File: src/rtl/klpg_pkg.sv
// Shared types and constants for the Korobov lattice point generator.
package klpg_pkg;

    localparam int DATA_W    = 16;
    localparam int DIM_W     = 4;
    localparam int DIMS_W    = 5;
    localparam int COUNT_W   = 17;
    localparam int CFG_IDX_W = 2;
    localparam int PROD_W    = 32;
    // modular reduction retires two dividend bits per cycle
    localparam int MR_STEPS  = PROD_W / 2;
    localparam int MR_CNT_W  = $clog2(MR_STEPS);

    localparam logic [CFG_IDX_W-1:0] CFG_LATTICE_MODE = 2'd0;
    localparam logic [CFG_IDX_W-1:0] CFG_MODULUS      = 2'd1;
    localparam logic [CFG_IDX_W-1:0] CFG_MULTIPLIER   = 2'd2;
    localparam logic [CFG_IDX_W-1:0] CFG_DIMENSIONS   = 2'd3;

    localparam logic MODE_PRIME = 1'b0;
    localparam logic MODE_POW2  = 1'b1;

    typedef enum logic [3:0] {
        ST_IDLE,
        ST_CH_MUL,
        ST_CH_WAIT,
        ST_ZERO,
        ST_EXH,
        ST_PT_RD,
        ST_PT_USE,
        ST_PT_MOD,
        ST_PT_OUT,
        ST_HEAD_INC
    } klpg_state_t;

endpackage

File: src/rtl/klpg_ram.sv
// Simple dual-port synchronous RAM, one write port, one registered read port.
module klpg_ram #(
    parameter int DEPTH = 16,
    parameter int WIDTH = 16
) (
    input  logic                                     clk,
    input  logic                                     we,
    input  logic [((DEPTH > 1) ? $clog2(DEPTH) : 1)-1:0] waddr,
    input  logic [WIDTH-1:0]                         wdata,
    input  logic [((DEPTH > 1) ? $clog2(DEPTH) : 1)-1:0] raddr,
    output logic [WIDTH-1:0]                         rdata
);

    logic [WIDTH-1:0] mem [DEPTH];

    always_ff @(posedge clk)
    begin
        if (we)
        begin
            mem[waddr] <= wdata;
        end
        rdata <= mem[raddr];
    end

endmodule

File: src/rtl/klpg_modred.sv
// Sequential remainder unit: 32-bit dividend mod 16-bit divisor, two bits per cycle.
module klpg_modred (
    input  logic                          clk,
    input  logic                          rst_n,
    input  logic                          start,
    input  logic [klpg_pkg::PROD_W-1:0]   dividend,
    input  logic [klpg_pkg::DATA_W-1:0]   divisor,
    output logic                          busy,
    output logic                          done,
    output logic [klpg_pkg::DATA_W-1:0]   rem
);

    logic [klpg_pkg::PROD_W-1:0]   dvd_reg, dvd_next;
    logic [klpg_pkg::DATA_W-1:0]   rem_reg, rem_next;
    logic [klpg_pkg::DATA_W-1:0]   div_reg, div_next;
    logic [klpg_pkg::MR_CNT_W-1:0] cnt_reg, cnt_next;
    logic                          busy_reg, busy_next;
    logic                          done_reg, done_next;

    logic [klpg_pkg::DATA_W:0]     r1, r2;
    logic [klpg_pkg::DATA_W-1:0]   r1s, r2s;

    always_comb
    begin
        r1  = {rem_reg, dvd_reg[klpg_pkg::PROD_W-1]};
        r1s = (r1 >= {1'b0, div_reg}) ? klpg_pkg::DATA_W'(r1 - {1'b0, div_reg})
                                      : r1[klpg_pkg::DATA_W-1:0];
        r2  = {r1s, dvd_reg[klpg_pkg::PROD_W-2]};
        r2s = (r2 >= {1'b0, div_reg}) ? klpg_pkg::DATA_W'(r2 - {1'b0, div_reg})
                                      : r2[klpg_pkg::DATA_W-1:0];

        dvd_next  = dvd_reg;
        rem_next  = rem_reg;
        div_next  = div_reg;
        cnt_next  = cnt_reg;
        busy_next = busy_reg;
        done_next = 1'b0;

        if (start)
        begin
            dvd_next  = dividend;
            rem_next  = '0;
            div_next  = divisor;
            cnt_next  = '0;
            busy_next = 1'b1;
        end
        else if (busy_reg)
        begin
            dvd_next = {dvd_reg[klpg_pkg::PROD_W-3:0], 2'b00};
            rem_next = r2s;
            cnt_next = cnt_reg + 1'b1;
            if (cnt_reg == klpg_pkg::MR_CNT_W'(klpg_pkg::MR_STEPS - 1))
            begin
                busy_next = 1'b0;
                done_next = 1'b1;
            end
        end
    end

    always_ff @(posedge clk or negedge rst_n)
    begin
        if (!rst_n)
        begin
            busy_reg <= 1'b0;
            done_reg <= 1'b0;
            cnt_reg  <= '0;
        end
        else
        begin
            busy_reg <= busy_next;
            done_reg <= done_next;
            cnt_reg  <= cnt_next;
        end
    end

    always_ff @(posedge clk)
    begin
        dvd_reg <= dvd_next;
        rem_reg <= rem_next;
        div_reg <= div_next;
    end

    assign busy = busy_reg;
    assign done = done_reg;
    assign rem  = rem_reg;

    a_start_idle: assert property (@(posedge clk) disable iff (!rst_n)
        start |-> !busy_reg)
        else $error("modred started while busy");

    a_done_after_busy: assert property (@(posedge clk) disable iff (!rst_n)
        done_reg |-> !busy_reg && $past(busy_reg))
        else $error("modred done without a running reduction");

    a_rem_range: assert property (@(posedge clk) disable iff (!rst_n)
        (done_reg && div_reg != '0) |-> rem_reg < div_reg)
        else $error("modred remainder not below divisor");

    a_busy_from_start: assert property (@(posedge clk) disable iff (!rst_n)
        $rose(busy_reg) |-> $past(start))
        else $error("modred went busy without start");

endmodule

File: src/rtl/korobov_lattice_point_generator.sv
// Top level of the Korobov rank-1 lattice point generator.
//
//  channel  | handshake               | payload
//  ---------+-------------------------+------------------------------------------------
//  cfg      | cfg_valid / cfg_ready   | cfg_index, cfg_data
//  in       | in_valid / in_ready     | restart
//  out      | out_valid / out_ready   | coord_numerator, dim_index, last_coord, exhausted
//
// One item at a time; in_ready is high only while the sequencer is idle.
// Restart: rebuilds the chain, one modular multiply (multiply, reduction, write) per entry.
// Request: the first point is all zeros; prime mode rebuilds the chain after each point;
//   power-of-two mode reduces a dimension only when its sum passes n; exhausted is one
//   item. Memory reads are registered.
// Reset clears control, configuration, the point count and accumulator valid bits.
// A stalled out_ready holds the sequencer in its emitting state; cfg_ready is always high.
module korobov_lattice_point_generator #(
    parameter int MAX_DIM = 16
) (
    input  logic                             clk,
    input  logic                             rst_n,
    input  logic                             cfg_valid,
    output logic                             cfg_ready,
    input  logic [klpg_pkg::CFG_IDX_W-1:0]   cfg_index,
    input  logic [klpg_pkg::DATA_W-1:0]      cfg_data,
    input  logic                             in_valid,
    output logic                             in_ready,
    input  logic                             restart,
    output logic                             out_valid,
    input  logic                             out_ready,
    output logic [klpg_pkg::DATA_W-1:0]      coord_numerator,
    output logic [klpg_pkg::DIM_W-1:0]       dim_index,
    output logic                             last_coord,
    output logic                             exhausted
);

    localparam int AW = (MAX_DIM > 1) ? $clog2(MAX_DIM) : 1;
    localparam int CW = $clog2(MAX_DIM + 1);

    // configuration
    logic                            mode_reg;
    logic [klpg_pkg::DATA_W-1:0]     modulus_reg;
    logic [klpg_pkg::DATA_W-1:0]     mult_reg;
    logic [klpg_pkg::DIMS_W-1:0]     dims_reg;

    // sequencer
    klpg_pkg::klpg_state_t           state_reg, state_next;
    logic [CW-1:0]                   idx_reg, idx_next;
    logic [klpg_pkg::DATA_W-1:0]     prev_reg, prev_next;
    logic [klpg_pkg::DATA_W-1:0]     head_reg, head_next;
    logic [klpg_pkg::DATA_W-1:0]     val_reg, val_next;
    logic [klpg_pkg::COUNT_W-1:0]    pd_reg, pd_next;
    logic [MAX_DIM-1:0]              vld_reg, vld_next;

    // output register
    logic                            out_valid_reg;
    logic [klpg_pkg::DATA_W-1:0]     coord_reg;
    logic [klpg_pkg::DIM_W-1:0]      dim_reg;
    logic                            last_reg;
    logic                            exh_reg;

    logic                            load;
    logic [klpg_pkg::DATA_W-1:0]     ld_coord;
    logic [klpg_pkg::DIM_W-1:0]      ld_dim;
    logic                            ld_last;
    logic                            ld_exh;

    // memories
    logic                            ch_we;
    logic [AW-1:0]                   ch_waddr;
    logic [klpg_pkg::DATA_W-1:0]     ch_wdata;
    logic [klpg_pkg::DATA_W-1:0]     ch_rdata;
    logic                            acc_we;
    logic [klpg_pkg::DATA_W-1:0]     acc_rdata;

    // reduction unit
    logic                            mr_start;
    logic [klpg_pkg::PROD_W-1:0]     mr_dvd;
    logic                            mr_busy;
    logic                            mr_done;
    logic [klpg_pkg::DATA_W-1:0]     mr_rem;

    logic [klpg_pkg::DATA_W-1:0]     n_eff;
    logic [klpg_pkg::DIMS_W-1:0]     dims_cl;
    logic [CW-1:0]                   dims_eff;
    logic [AW-1:0]                   addr;
    logic                            is_last;
    logic                            idx_at_end;
    logic                            can_load;
    logic [klpg_pkg::DATA_W-1:0]     acc_cur;
    logic [klpg_pkg::DATA_W:0]       sum17;

    assign cfg_ready = 1'b1;

    always_ff @(posedge clk or negedge rst_n)
    begin
        if (!rst_n)
        begin
            mode_reg    <= klpg_pkg::MODE_PRIME;
            modulus_reg <= klpg_pkg::DATA_W'(2);
            mult_reg    <= klpg_pkg::DATA_W'(1);
            dims_reg    <= klpg_pkg::DIMS_W'(1);
        end
        else if (cfg_valid)
        begin
            unique case (cfg_index)
                klpg_pkg::CFG_LATTICE_MODE: mode_reg    <= cfg_data[0];
                klpg_pkg::CFG_MODULUS:      modulus_reg <= cfg_data;
                klpg_pkg::CFG_MULTIPLIER:   mult_reg    <= cfg_data;
                klpg_pkg::CFG_DIMENSIONS:   dims_reg    <= cfg_data[klpg_pkg::DIMS_W-1:0];
            endcase
        end
    end

    always_comb
    begin
        n_eff      = (modulus_reg == '0) ? klpg_pkg::DATA_W'(1) : modulus_reg;
        dims_cl    = (dims_reg == '0) ? klpg_pkg::DIMS_W'(1) : dims_reg;
        dims_eff   = (int'(dims_cl) > MAX_DIM) ? CW'(MAX_DIM) : CW'(dims_cl);
        addr       = idx_reg[AW-1:0];
        is_last    = (({1'b0, idx_reg} + (CW+1)'(1)) == {1'b0, dims_eff});
        idx_at_end = (idx_reg == CW'(MAX_DIM));
        can_load   = !out_valid_reg || out_ready;
        // an accumulator not written since restart reads as zero
        acc_cur    = vld_reg[addr] ? acc_rdata : '0;
        sum17      = {1'b0, acc_cur} + {1'b0, ch_rdata};
    end

    always_comb
    begin
        state_next = state_reg;
        idx_next   = idx_reg;
        prev_next  = prev_reg;
        head_next  = head_reg;
        val_next   = val_reg;
        pd_next    = pd_reg;
        vld_next   = vld_reg;
        in_ready   = 1'b0;
        ch_we      = 1'b0;
        ch_waddr   = addr;
        ch_wdata   = mr_rem;
        acc_we     = 1'b0;
        mr_start   = 1'b0;
        mr_dvd     = klpg_pkg::PROD_W'(prev_reg) * klpg_pkg::PROD_W'(mult_reg);
        load       = 1'b0;
        ld_coord   = val_reg;
        ld_dim     = klpg_pkg::DIM_W'(idx_reg);
        ld_last    = is_last;
        ld_exh     = 1'b0;

        unique case (state_reg)
            klpg_pkg::ST_IDLE:
            begin
                in_ready = 1'b1;
                if (in_valid)
                begin
                    if (restart)
                    begin
                        pd_next    = '0;
                        vld_next   = '0;
                        ch_we      = 1'b1;
                        ch_waddr   = '0;
                        ch_wdata   = klpg_pkg::DATA_W'(1);
                        prev_next  = klpg_pkg::DATA_W'(1);
                        idx_next   = CW'(1);
                        state_next = klpg_pkg::ST_CH_MUL;
                    end
                    else
                    begin
                        idx_next = '0;
                        priority if (pd_reg == '0)
                            state_next = klpg_pkg::ST_ZERO;
                        else if (pd_reg > {1'b0, n_eff})
                            state_next = klpg_pkg::ST_EXH;
                        else
                            state_next = klpg_pkg::ST_PT_RD;
                    end
                end
            end

            klpg_pkg::ST_CH_MUL:
            begin
                if (idx_at_end)
                begin
                    state_next = klpg_pkg::ST_IDLE;
                end
                else
                begin
                    mr_start   = 1'b1;
                    state_next = klpg_pkg::ST_CH_WAIT;
                end
            end

            klpg_pkg::ST_CH_WAIT:
            begin
                if (mr_done)
                begin
                    ch_we      = 1'b1;
                    prev_next  = mr_rem;
                    idx_next   = idx_reg + 1'b1;
                    state_next = klpg_pkg::ST_CH_MUL;
                end
            end

            klpg_pkg::ST_ZERO:
            begin
                ld_coord = '0;
                if (can_load)
                begin
                    load = 1'b1;
                    if (is_last)
                    begin
                        pd_next    = klpg_pkg::COUNT_W'(1);
                        state_next = klpg_pkg::ST_IDLE;
                    end
                    else
                    begin
                        idx_next = idx_reg + 1'b1;
                    end
                end
            end

            klpg_pkg::ST_EXH:
            begin
                ld_coord = '0;
                ld_dim   = '0;
                ld_last  = 1'b1;
                ld_exh   = 1'b1;
                if (can_load)
                begin
                    load       = 1'b1;
                    state_next = klpg_pkg::ST_IDLE;
                end
            end

            klpg_pkg::ST_PT_RD:
            begin
                state_next = klpg_pkg::ST_PT_USE;
            end

            klpg_pkg::ST_PT_USE:
            begin
                if (mode_reg == klpg_pkg::MODE_PRIME)
                begin
                    val_next = ch_rdata;
                    if (idx_reg == '0)
                    begin
                        head_next = ch_rdata;
                    end
                    state_next = klpg_pkg::ST_PT_OUT;
                end
                else if (sum17 > {1'b0, n_eff})
                begin
                    // wrap into 1..n: ((acc - 1) mod n) + 1
                    mr_start   = 1'b1;
                    mr_dvd     = klpg_pkg::PROD_W'(sum17 - (klpg_pkg::DATA_W+1)'(1));
                    state_next = klpg_pkg::ST_PT_MOD;
                end
                else
                begin
                    val_next   = sum17[klpg_pkg::DATA_W-1:0];
                    state_next = klpg_pkg::ST_PT_OUT;
                end
            end

            klpg_pkg::ST_PT_MOD:
            begin
                if (mr_done)
                begin
                    val_next   = mr_rem + klpg_pkg::DATA_W'(1);
                    state_next = klpg_pkg::ST_PT_OUT;
                end
            end

            klpg_pkg::ST_PT_OUT:
            begin
                if (can_load)
                begin
                    load           = 1'b1;
                    acc_we         = 1'b1;
                    vld_next[addr] = 1'b1;
                    if (is_last)
                    begin
                        pd_next = pd_reg + klpg_pkg::COUNT_W'(1);
                        if (mode_reg == klpg_pkg::MODE_PRIME)
                            state_next = klpg_pkg::ST_HEAD_INC;
                        else
                            state_next = klpg_pkg::ST_IDLE;
                    end
                    else
                    begin
                        idx_next   = idx_reg + 1'b1;
                        state_next = klpg_pkg::ST_PT_RD;
                    end
                end
            end

            klpg_pkg::ST_HEAD_INC:
            begin
                ch_we      = 1'b1;
                ch_waddr   = '0;
                ch_wdata   = head_reg + klpg_pkg::DATA_W'(1);
                prev_next  = head_reg + klpg_pkg::DATA_W'(1);
                idx_next   = CW'(1);
                state_next = klpg_pkg::ST_CH_MUL;
            end

            default:
            begin
                state_next = klpg_pkg::ST_IDLE;
            end
        endcase
    end

    always_ff @(posedge clk or negedge rst_n)
    begin
        if (!rst_n)
        begin
            state_reg     <= klpg_pkg::ST_IDLE;
            idx_reg       <= '0;
            pd_reg        <= '0;
            vld_reg       <= '0;
            out_valid_reg <= 1'b0;
        end
        else
        begin
            state_reg <= state_next;
            idx_reg   <= idx_next;
            pd_reg    <= pd_next;
            vld_reg   <= vld_next;
            if (load)
                out_valid_reg <= 1'b1;
            else if (out_ready)
                out_valid_reg <= 1'b0;
        end
    end

    always_ff @(posedge clk)
    begin
        prev_reg <= prev_next;
        head_reg <= head_next;
        val_reg  <= val_next;
        if (load)
        begin
            coord_reg <= ld_coord;
            dim_reg   <= ld_dim;
            last_reg  <= ld_last;
            exh_reg   <= ld_exh;
        end
    end

    assign out_valid       = out_valid_reg;
    assign coord_numerator = coord_reg;
    assign dim_index       = dim_reg;
    assign last_coord      = last_reg;
    assign exhausted       = exh_reg;

    klpg_ram #(
        .DEPTH (MAX_DIM),
        .WIDTH (klpg_pkg::DATA_W)
    ) u_chain_ram (
        .clk   (clk),
        .we    (ch_we),
        .waddr (ch_waddr),
        .wdata (ch_wdata),
        .raddr (addr),
        .rdata (ch_rdata)
    );

    klpg_ram #(
        .DEPTH (MAX_DIM),
        .WIDTH (klpg_pkg::DATA_W)
    ) u_accum_ram (
        .clk   (clk),
        .we    (acc_we),
        .waddr (addr),
        .wdata (val_reg),
        .raddr (addr),
        .rdata (acc_rdata)
    );

    klpg_modred u_modred (
        .clk      (clk),
        .rst_n    (rst_n),
        .start    (mr_start),
        .dividend (mr_dvd),
        .divisor  (n_eff),
        .busy     (mr_busy),
        .done     (mr_done),
        .rem      (mr_rem)
    );

    a_exh_shape: assert property (@(posedge clk) disable iff (!rst_n)
        (out_valid_reg && exh_reg) |-> (last_reg && coord_reg == '0 && dim_reg == '0))
        else $error("exhausted item malformed");

    a_idle_unit: assert property (@(posedge clk) disable iff (!rst_n)
        in_ready |-> !mr_busy)
        else $error("accepting an item while reduction runs");

    a_done_expected: assert property (@(posedge clk) disable iff (!rst_n)
        mr_done |-> (state_reg == klpg_pkg::ST_CH_WAIT || state_reg == klpg_pkg::ST_PT_MOD))
        else $error("reduction result arrived in wrong state");

    a_count_step: assert property (@(posedge clk) disable iff (!rst_n)
        (state_reg == klpg_pkg::ST_PT_OUT && can_load && is_last)
        |=> pd_reg == $past(pd_reg) + klpg_pkg::COUNT_W'(1))
        else $error("point count not advanced after a point");

endmodule
File: config.mk
export PLATFORM = sky130hd
export DESIGN_NAME = korobov_lattice_point_generator
export DESIGN_NICKNAME = d
export VERILOG_FILES = /design/src/rtl/klpg_pkg.sv /design/src/rtl/klpg_ram.sv /design/src/rtl/klpg_modred.sv /design/src/rtl/korobov_lattice_point_generator.sv
export SDC_FILE = /design/constraint.sdc
export NUM_CORES = 2
export LEC_CHECK = 0
export BUFFER_PORTS_ARGS = -buffer_cell sky130_fd_sc_hd__buf_2
export CORE_ASPECT_RATIO = 1.75
export CORE_UTILIZATION = 58
export DETAILED_ROUTE_END_ITERATION = 12
export GPL_ROUTABILITY_DRIVEN = 0
export PLACE_DENSITY = 0.83
export SLEW_MARGIN = 20
export SYNTH_ARGS = -nofsm -noshare
export SYNTH_HDL_FRONTEND = slang
export SYNTH_SLANG_ARGS = --single-unit
File: constraint.sdc
create_clock -name clk -period 13.6 [get_ports clk]
set_input_delay 0.68 -clock clk [delete_from_list [all_inputs] [get_ports clk]]
set_output_delay 0.68 -clock clk [all_outputs]
set_load 0.03 [all_outputs]
# Word-level counts from Yosys, hierarchy flattened
# Memory sizes are Yosys's and may differ from the RTL's. A register that Yosys moved wholly into a read port is not among the register bits.
# Cells that the tools add are included.
# W data, S select, Z words.
[totals] ram_bits=512 mem_count=2 ff_bits=221 latch_bits=0 output_inout_bits=25 rom_bits=0
[op_classes] n_lt_le_gt_ge=7 n_reduce_logical=30 n_mux=89 div=0 eq_ne=27 bitwise_logic=2 add_sub_neg=10 shift=0 multipliers=1
[mem_list] name="u_accum_ram.mem" words=16 width=16 read_ports=1 rd_ports_with_merged_regs=1 write_ports=1 line="klpg_ram.sv:14" text="logic [WIDTH-1:0] mem [DEPTH];"
[mem_list] name="u_chain_ram.mem" words=16 width=16 read_ports=1 rd_ports_with_merged_regs=1 write_ports=1 line="klpg_ram.sv:14"
[op_table] cell="$mux W16" count=15
[op_table] cell="$mux W32" count=5
[op_table] cell="$mux W17" count=6
[op_table] cell="$pmux W16 S2" count=3
[op_table] cell="$mux W4" count=15
[op_table] cell="$pmux W17 S3" count=1
[op_table] cell="$pmux W16 S3" count=1
[op_table] cell="$pmux W4 S10" count=1
[op_table] cell="$ge A17 B16 Y1" count=2
[op_table] cell="$gt A17 B16 Y1" count=2
[op_table] cell="$add A16 B1 Y16 const B" count=2
[op_table] cell="$mul A16 B16 Y32" count=1
[op_table] cell="$sub A16 B16 Y16" count=2
[op_table] cell="$mux W5" count=6
[op_table] cell="$mux W1" count=27
[op_table] cell="$pmux W5 S4" count=1
[op_table] cell="$sub A17 B1 Y18 const B" count=1
[op_table] cell="$add A16 B16 Y17" count=1
[op_table] cell="$add A17 B1 Y17 const B" count=1
[op_table] cell="$logic_not A17 Y1" count=1
[op_table] cell="$eq A4 B3 Y1 const B" count=4
[op_table] cell="$logic_not A16 Y1" count=1
[op_table] cell="$ne A2 B2 Y1 const B" count=8
[op_table] cell="$or A16 B16 Y16" count=1
[op_table] cell="39 further kinds" count=58

# Depth between registers and ports, before layout
[logic_depth] word_depth=9 mapped_depth=26

# Modules after synthesis
# Synthesis repeated with hierarchy kept, for this count alone.
[hier_totals] hier_cells=3362 area_unflattened_um2=43402.9
[modules_own_cells] module="korobov_lattice_point_generator" seq_area_each_um2=4132.7 n_inst=1 area_per_inst_um2=18666.7 cells_per_inst=2053
[modules_own_cells] module="klpg_ram at u_accum_ram" seq_area_each_um2=8007.7 n_inst=1 area_per_inst_um2=10043.4 cells_per_inst=432
[modules_own_cells] module="klpg_ram at u_chain_ram" seq_area_each_um2=8007.7 n_inst=1 area_per_inst_um2=10042.1 cells_per_inst=432
[modules_own_cells] module="klpg_modred" seq_area_each_um2=1911.8 n_inst=1 area_per_inst_um2=4650.7 cells_per_inst=445

# Least setup slack after synthesis
# No wires, ideal clock.
[synth_path] kind="flip-flop to flip-flop" from="register idx_reg[0]" to="register val_reg[0] (netlist bit), enable pin" setup_time_ns=0.409 arrival_time_ns=6.648 required_ns=13.191 path_slack_ns=6.543 n_path_buf=3 stages_incl_launch_ff=23 cell_sequence="dfrtp_1 > buf_1 > mux4_2 > mux4_2 > clkbuf_1 > and2_1 > ha_1 > and2_1 > nor4_1 > a21o_1 > nor4_1 > or3_1 > xnor2_1 > inv_1 > ha_1 > nand4_1 > o41ai_1 > o41ai_1 > a21oi_1 > a21boi_1 > nor2_1 > clkbuf_1 > nor3_1"
[synth_between] elab_chain_len=7
[synth_rtl] item="from (decl)" line="korobov_lattice_point_generator.sv:47" text="logic [CW-1:0] idx_reg, idx_next;"
[synth_rtl] item="from (signal assigned)" line="korobov_lattice_point_generator.sv:327" text="idx_reg <= idx_next;"
[synth_rtl] item="$bmux W1 S4" line="korobov_lattice_point_generator.sv:124" text="acc_cur = vld_reg[addr] ? acc_rdata : '0;"
[synth_rtl] item="$mux W1 (implied by the code)" line="korobov_lattice_point_generator.sv:124"
[synth_rtl] item="$mux W16" line="korobov_lattice_point_generator.sv:124"
[synth_rtl] item="$add A16 B16 Y17" line="korobov_lattice_point_generator.sv:125" text="sum17 = {1'b0, acc_cur} + {1'b0, ch_rdata};"
[synth_rtl] item="$gt A17 B16 Y1" line="korobov_lattice_point_generator.sv:251" text="else if (sum17 > {1'b0, n_eff})"
[synth_rtl] item="$ne A3 B3 Y1 (no source line)"
[synth_rtl] item="$reduce_and A3 Y1 (no source line)"
[synth_rtl] item="to (signal assigned)" line="korobov_lattice_point_generator.sv:341" text="val_reg <= val_next;"
[synth_rtl] item="to (decl)" line="korobov_lattice_point_generator.sv:50" text="logic [klpg_pkg::DATA_W-1:0] val_reg, val_next;"
# No other way between the ends. The select of a mux whose other input is x is not followed.
# A chain may end at the register's enable or synchronous reset.

# Worst setup path after layout
[layout_path] from="register idx_reg[1]" to="register u_modred.rem_reg (netlist bit u_modred.rem[0])"
[layout_between] elab_chain_len=8
[layout_rtl] item="$bmux W1 S4" line="korobov_lattice_point_generator.sv:124"
[layout_rtl] item="$mux W1 (implied by the code)" line="korobov_lattice_point_generator.sv:124"
[layout_rtl] item="$mux W16" line="korobov_lattice_point_generator.sv:124"
[layout_rtl] item="$add A16 B16 Y17" line="korobov_lattice_point_generator.sv:125"
[layout_rtl] item="$gt A17 B16 Y1" line="korobov_lattice_point_generator.sv:251"
[layout_rtl] item="$mux W1" line="korobov_lattice_point_generator.sv:251"
[layout_rtl] item="$mux W1" line="korobov_lattice_point_generator.sv:242" text="if (mode_reg == klpg_pkg::MODE_PRIME)"
[layout_rtl] item="$pmux W1 S2 *" line="korobov_lattice_point_generator.sv:150" text="unique case (state_reg)"
[layout_rtl] item="to (signal assigned)" line="klpg_modred.sv:79" text="rem_reg <= rem_next;"
[layout_rtl] item="to (decl)" line="klpg_modred.sv:14" text="logic [klpg_pkg::DATA_W-1:0] rem_reg, rem_next;"
# Every way passes the cells marked *; elsewhere a longest branch is shown, timed or not. The select of a mux whose other input is x is not followed.

==> results.py <==
metrics = {
    "synthesis": {
        "synth_seq_area_share_pct": 51.3,
        "synth_area_per_cell_um2": 13.0,
        "yosysUniqueCellTypes": 90,
        "synth_top_area_share_pct": 44.0,
        "synth_edf_count": 630,
        "synth-seq-cells": 765,
        "yosys_warnings": 0,
        "synth_top_area_cell": "edfxtp_1",
        "syn-num-nets": 3729,
        "ys_async_sr_fraction_pct": 11.4,
        "syn_area_um2": 43000,
        "syn_inst": 3314,
        "ys.flop_type": "edfxtp_1",
        "synth.area.top_cells": "edfxtp_1, fa_1, mux4_2",
    },
    "grt": {
        "antenna_found_initial": 12,
        "groute.usage.overall_pct": 33.3,
        "grt_pass1_wl_um": 182000,
        "grt_pass1_vias": 29792,
        "grt_max_degree": 83,
        "globalRouteOverflowTotal": 0,
    },
    "drt": {
        "highest_layer": "met5",
        "drc": 0,
        "ant_nets": 0,
        "drtIter0Drc": 2949,
        "met3RoutedLength_um": 11600,
        "dr_wl_met2_um": 61500,
        "via_per_inst": 6.66,
        "wl_per_cell_um": 28.4,
        "drt_pass1_iterations": 8,
        "drt-met1-wl_um": 37000,
        "vias": 28519,
        "routed_wl_um": 122000,
    },
    "timing": {
        "rsz0062_at_grt": "false",
        "fin_tns_setup_ps": 0,
        "setup_viol": 0,
        "post-route-period-util_pct": 62.6,
        "maxSlewHeadroom_pct": 19.5,
        "min_period_ps": 8510,
        "fin_worst_skew_ps": 38.8,
        "final_hold_viol_count": 0,
        "tightest_slew_ps": 1200,
        "clock.fmax_mhz": 117,
        "slew_violations": 0,
    },
    "clocking": {
        "path_clk_slew_ps": 80,
        "cts_num_sinks": 765,
        "clockBufferDepth": 3,
        "numCtsBuffers": 59,
        "clock-root-buffer": "clkbuf_16",
        "ctsHtreeMaxLevel": 2,
        "cts_tree": "done",
        "clk-insertion-delay-late_ps": 670,
    },
    "critical_path": {
        "worstPathArrival_ps": 9040,
        "cp_cell_sequence": "buf_4 > mux4_2 > mux4_2 > and2_1 > ha_1 > and3_1 > nor4_1 > a211oi_1 > nor2_1 > o311ai_1 > ha_1 > nand4_1 > nor4_1 > o41ai_1 > a21oi_1 > a21boi_1 > nor2_1 > nor2_1 > inv_2 > nor4_1 > a311o_1",
        "critical_path_class": "reg -> reg",
        "start_kind": "flip-flop",
        "cp-end-kind": "flip-flop",
        "slowest_stage": "inv_2",
        "max_stage_delay_ps": 820,
        "cp_data_required_time_ps": 14130,
        "path_max_fanout": 68,
    },
    "die": {
        "die_h_um": 362,
        "ios": 49,
        "rows": 131,
        "start_util_pct": 58.9,
        "core_um2": 73100,
        "die_w_um": 208,
        "fp.dieArea_um2": 75300,
    },
    "outcome": {
        "status": "finished clean",
    },
    "finish": {
        "n_fill_cell": 5066,
        "final_common_cell": "edfxtp_1",
        "nets": 3717,
        "drive_gt1_share_pct": 13.8,
        "syn2layout_area_growth_pct": 7.78,
        "mostFrequentLayoutCells": "edfxtp_1, inv_1, nand2_1",
    },
    "run": {
        "cap_violations": 0,
    },
    "placed_design": {
        "io_buffer_count": 47,
        "place_hpwl_um": 79900,
    },
    "worst_hold_path": {
        "holdCritPathClass": "in -> reg",
    },
}
[worst max-delay path: cells and delay by family, from the launching register on]
kind | cells | cell delay (ps)
AOI/OAI and AO/OA | 6 | 2240
buffers and inverters | 2 | 1630
and+or+nand+nor | 9 | 2030
adders and majority gates | 2 | 770
muxes | 2 | 1050
DFF | 1 | 630
[final timing paths]
| kind | depth (start not counted) | from | to | slack, ps |
|---|---|---|---|---|
| worst max register to register | 21 | idx_reg[1] | u_modred.rem[0] | 5090 |
| min in group asynchronous | 2 | rst_n | out_valid | 480 |
| worst min register to register | 2 | vld_reg[8] | vld_reg[8] | 510 |
| worst max-delay path | 21 | idx_reg[1] | u_modred.rem[0] | 5090 |
| worst min-delay path | 2 | cfg_data[5] | mult_reg[5] | 300 |
| max in group asynchronous | 3 | rst_n | mult_reg[9] | 11790 |
[per-stage QoR]
stage	worst slack, ps	cell area, µm²	util (%)	hold WS (ps)	cells
after floorplan	6540	43000	-	384	3314
after global placement	5520	44300	60.6	474	4170
after detailed placement	5400	44300	60.6	489	4170
after CTS	5250	46300	63.4	296	4282
after global routing	4590	46400	63.4	306	4283
final	5090	46400	63.5	298	4285
[cell families after synthesis]
kind of cell | Yosys count | synth area share (%)
AND/OR/NAND/NOR | 898 | 10.3
flip-flops | 765 | 51.3
buffers and inverters | 483 | 4.26
AO/OA/AOI/OAI | 448 | 7.11
adder cells (fa/ha/maj) | 391 | 14.8
multiplexers | 224 | 10.1
XOR/XNOR | 104 | 2.12
other | 1 | 0.00871
[per-layer routing]
layer,vias up,global-route usage [%]
met4,18,27.3
met3,632,9.16
met1,14189,33.4
met2,1709,57.6
met5,-,0
li1,11971,-
[final cells by class]
type                            count  area, µm²  area share (%)
Antenna cell                        2       5.00          0.0108
Tap cell                          931       1160            2.51
Clock buffer                       74       1580            3.41
Clock inverter                     37        448           0.966
Timing Repair Buffer               92        591            1.27
Inverter                          318       1190            2.57
Multi-Input combinational cell   2066      19300            41.7
Sequential cell                   765      22100            47.6
[what timing repair did]
item / CTS / global route
resized for setup: 0 / 0
endpoints found under the hold margin: 22 / 0
hold buffers: 1 / 0
setup buffers: 0 / 0
[Yosys cell counts, types with 18 or more instances]
cell type / instances
a2111oi_0: 18
a211oi_1: 28
a21o_1: 59
a21oi_1: 108
and2_1: 145
and3_1: 20
buf_1: 26
clkbuf_1: 132
dfrtp_1: 84
dfxtp_1: 48
edfxtp_1: 630
fa_1: 197
ha_1: 194
inv_1: 317
mux2_2: 44
mux4_2: 165
nand2_1: 246
nand2b_1: 21
nand3_1: 56
nand4_1: 25
nor2_1: 203
nor2b_1: 36
nor3_1: 51
nor4_1: 34
o21ai_0: 87
xnor2_1: 71
xor2_1: 33
Power is not shown: default switching activity piles up to over one toggle a cycle in this logic, so the estimate is an artifact.
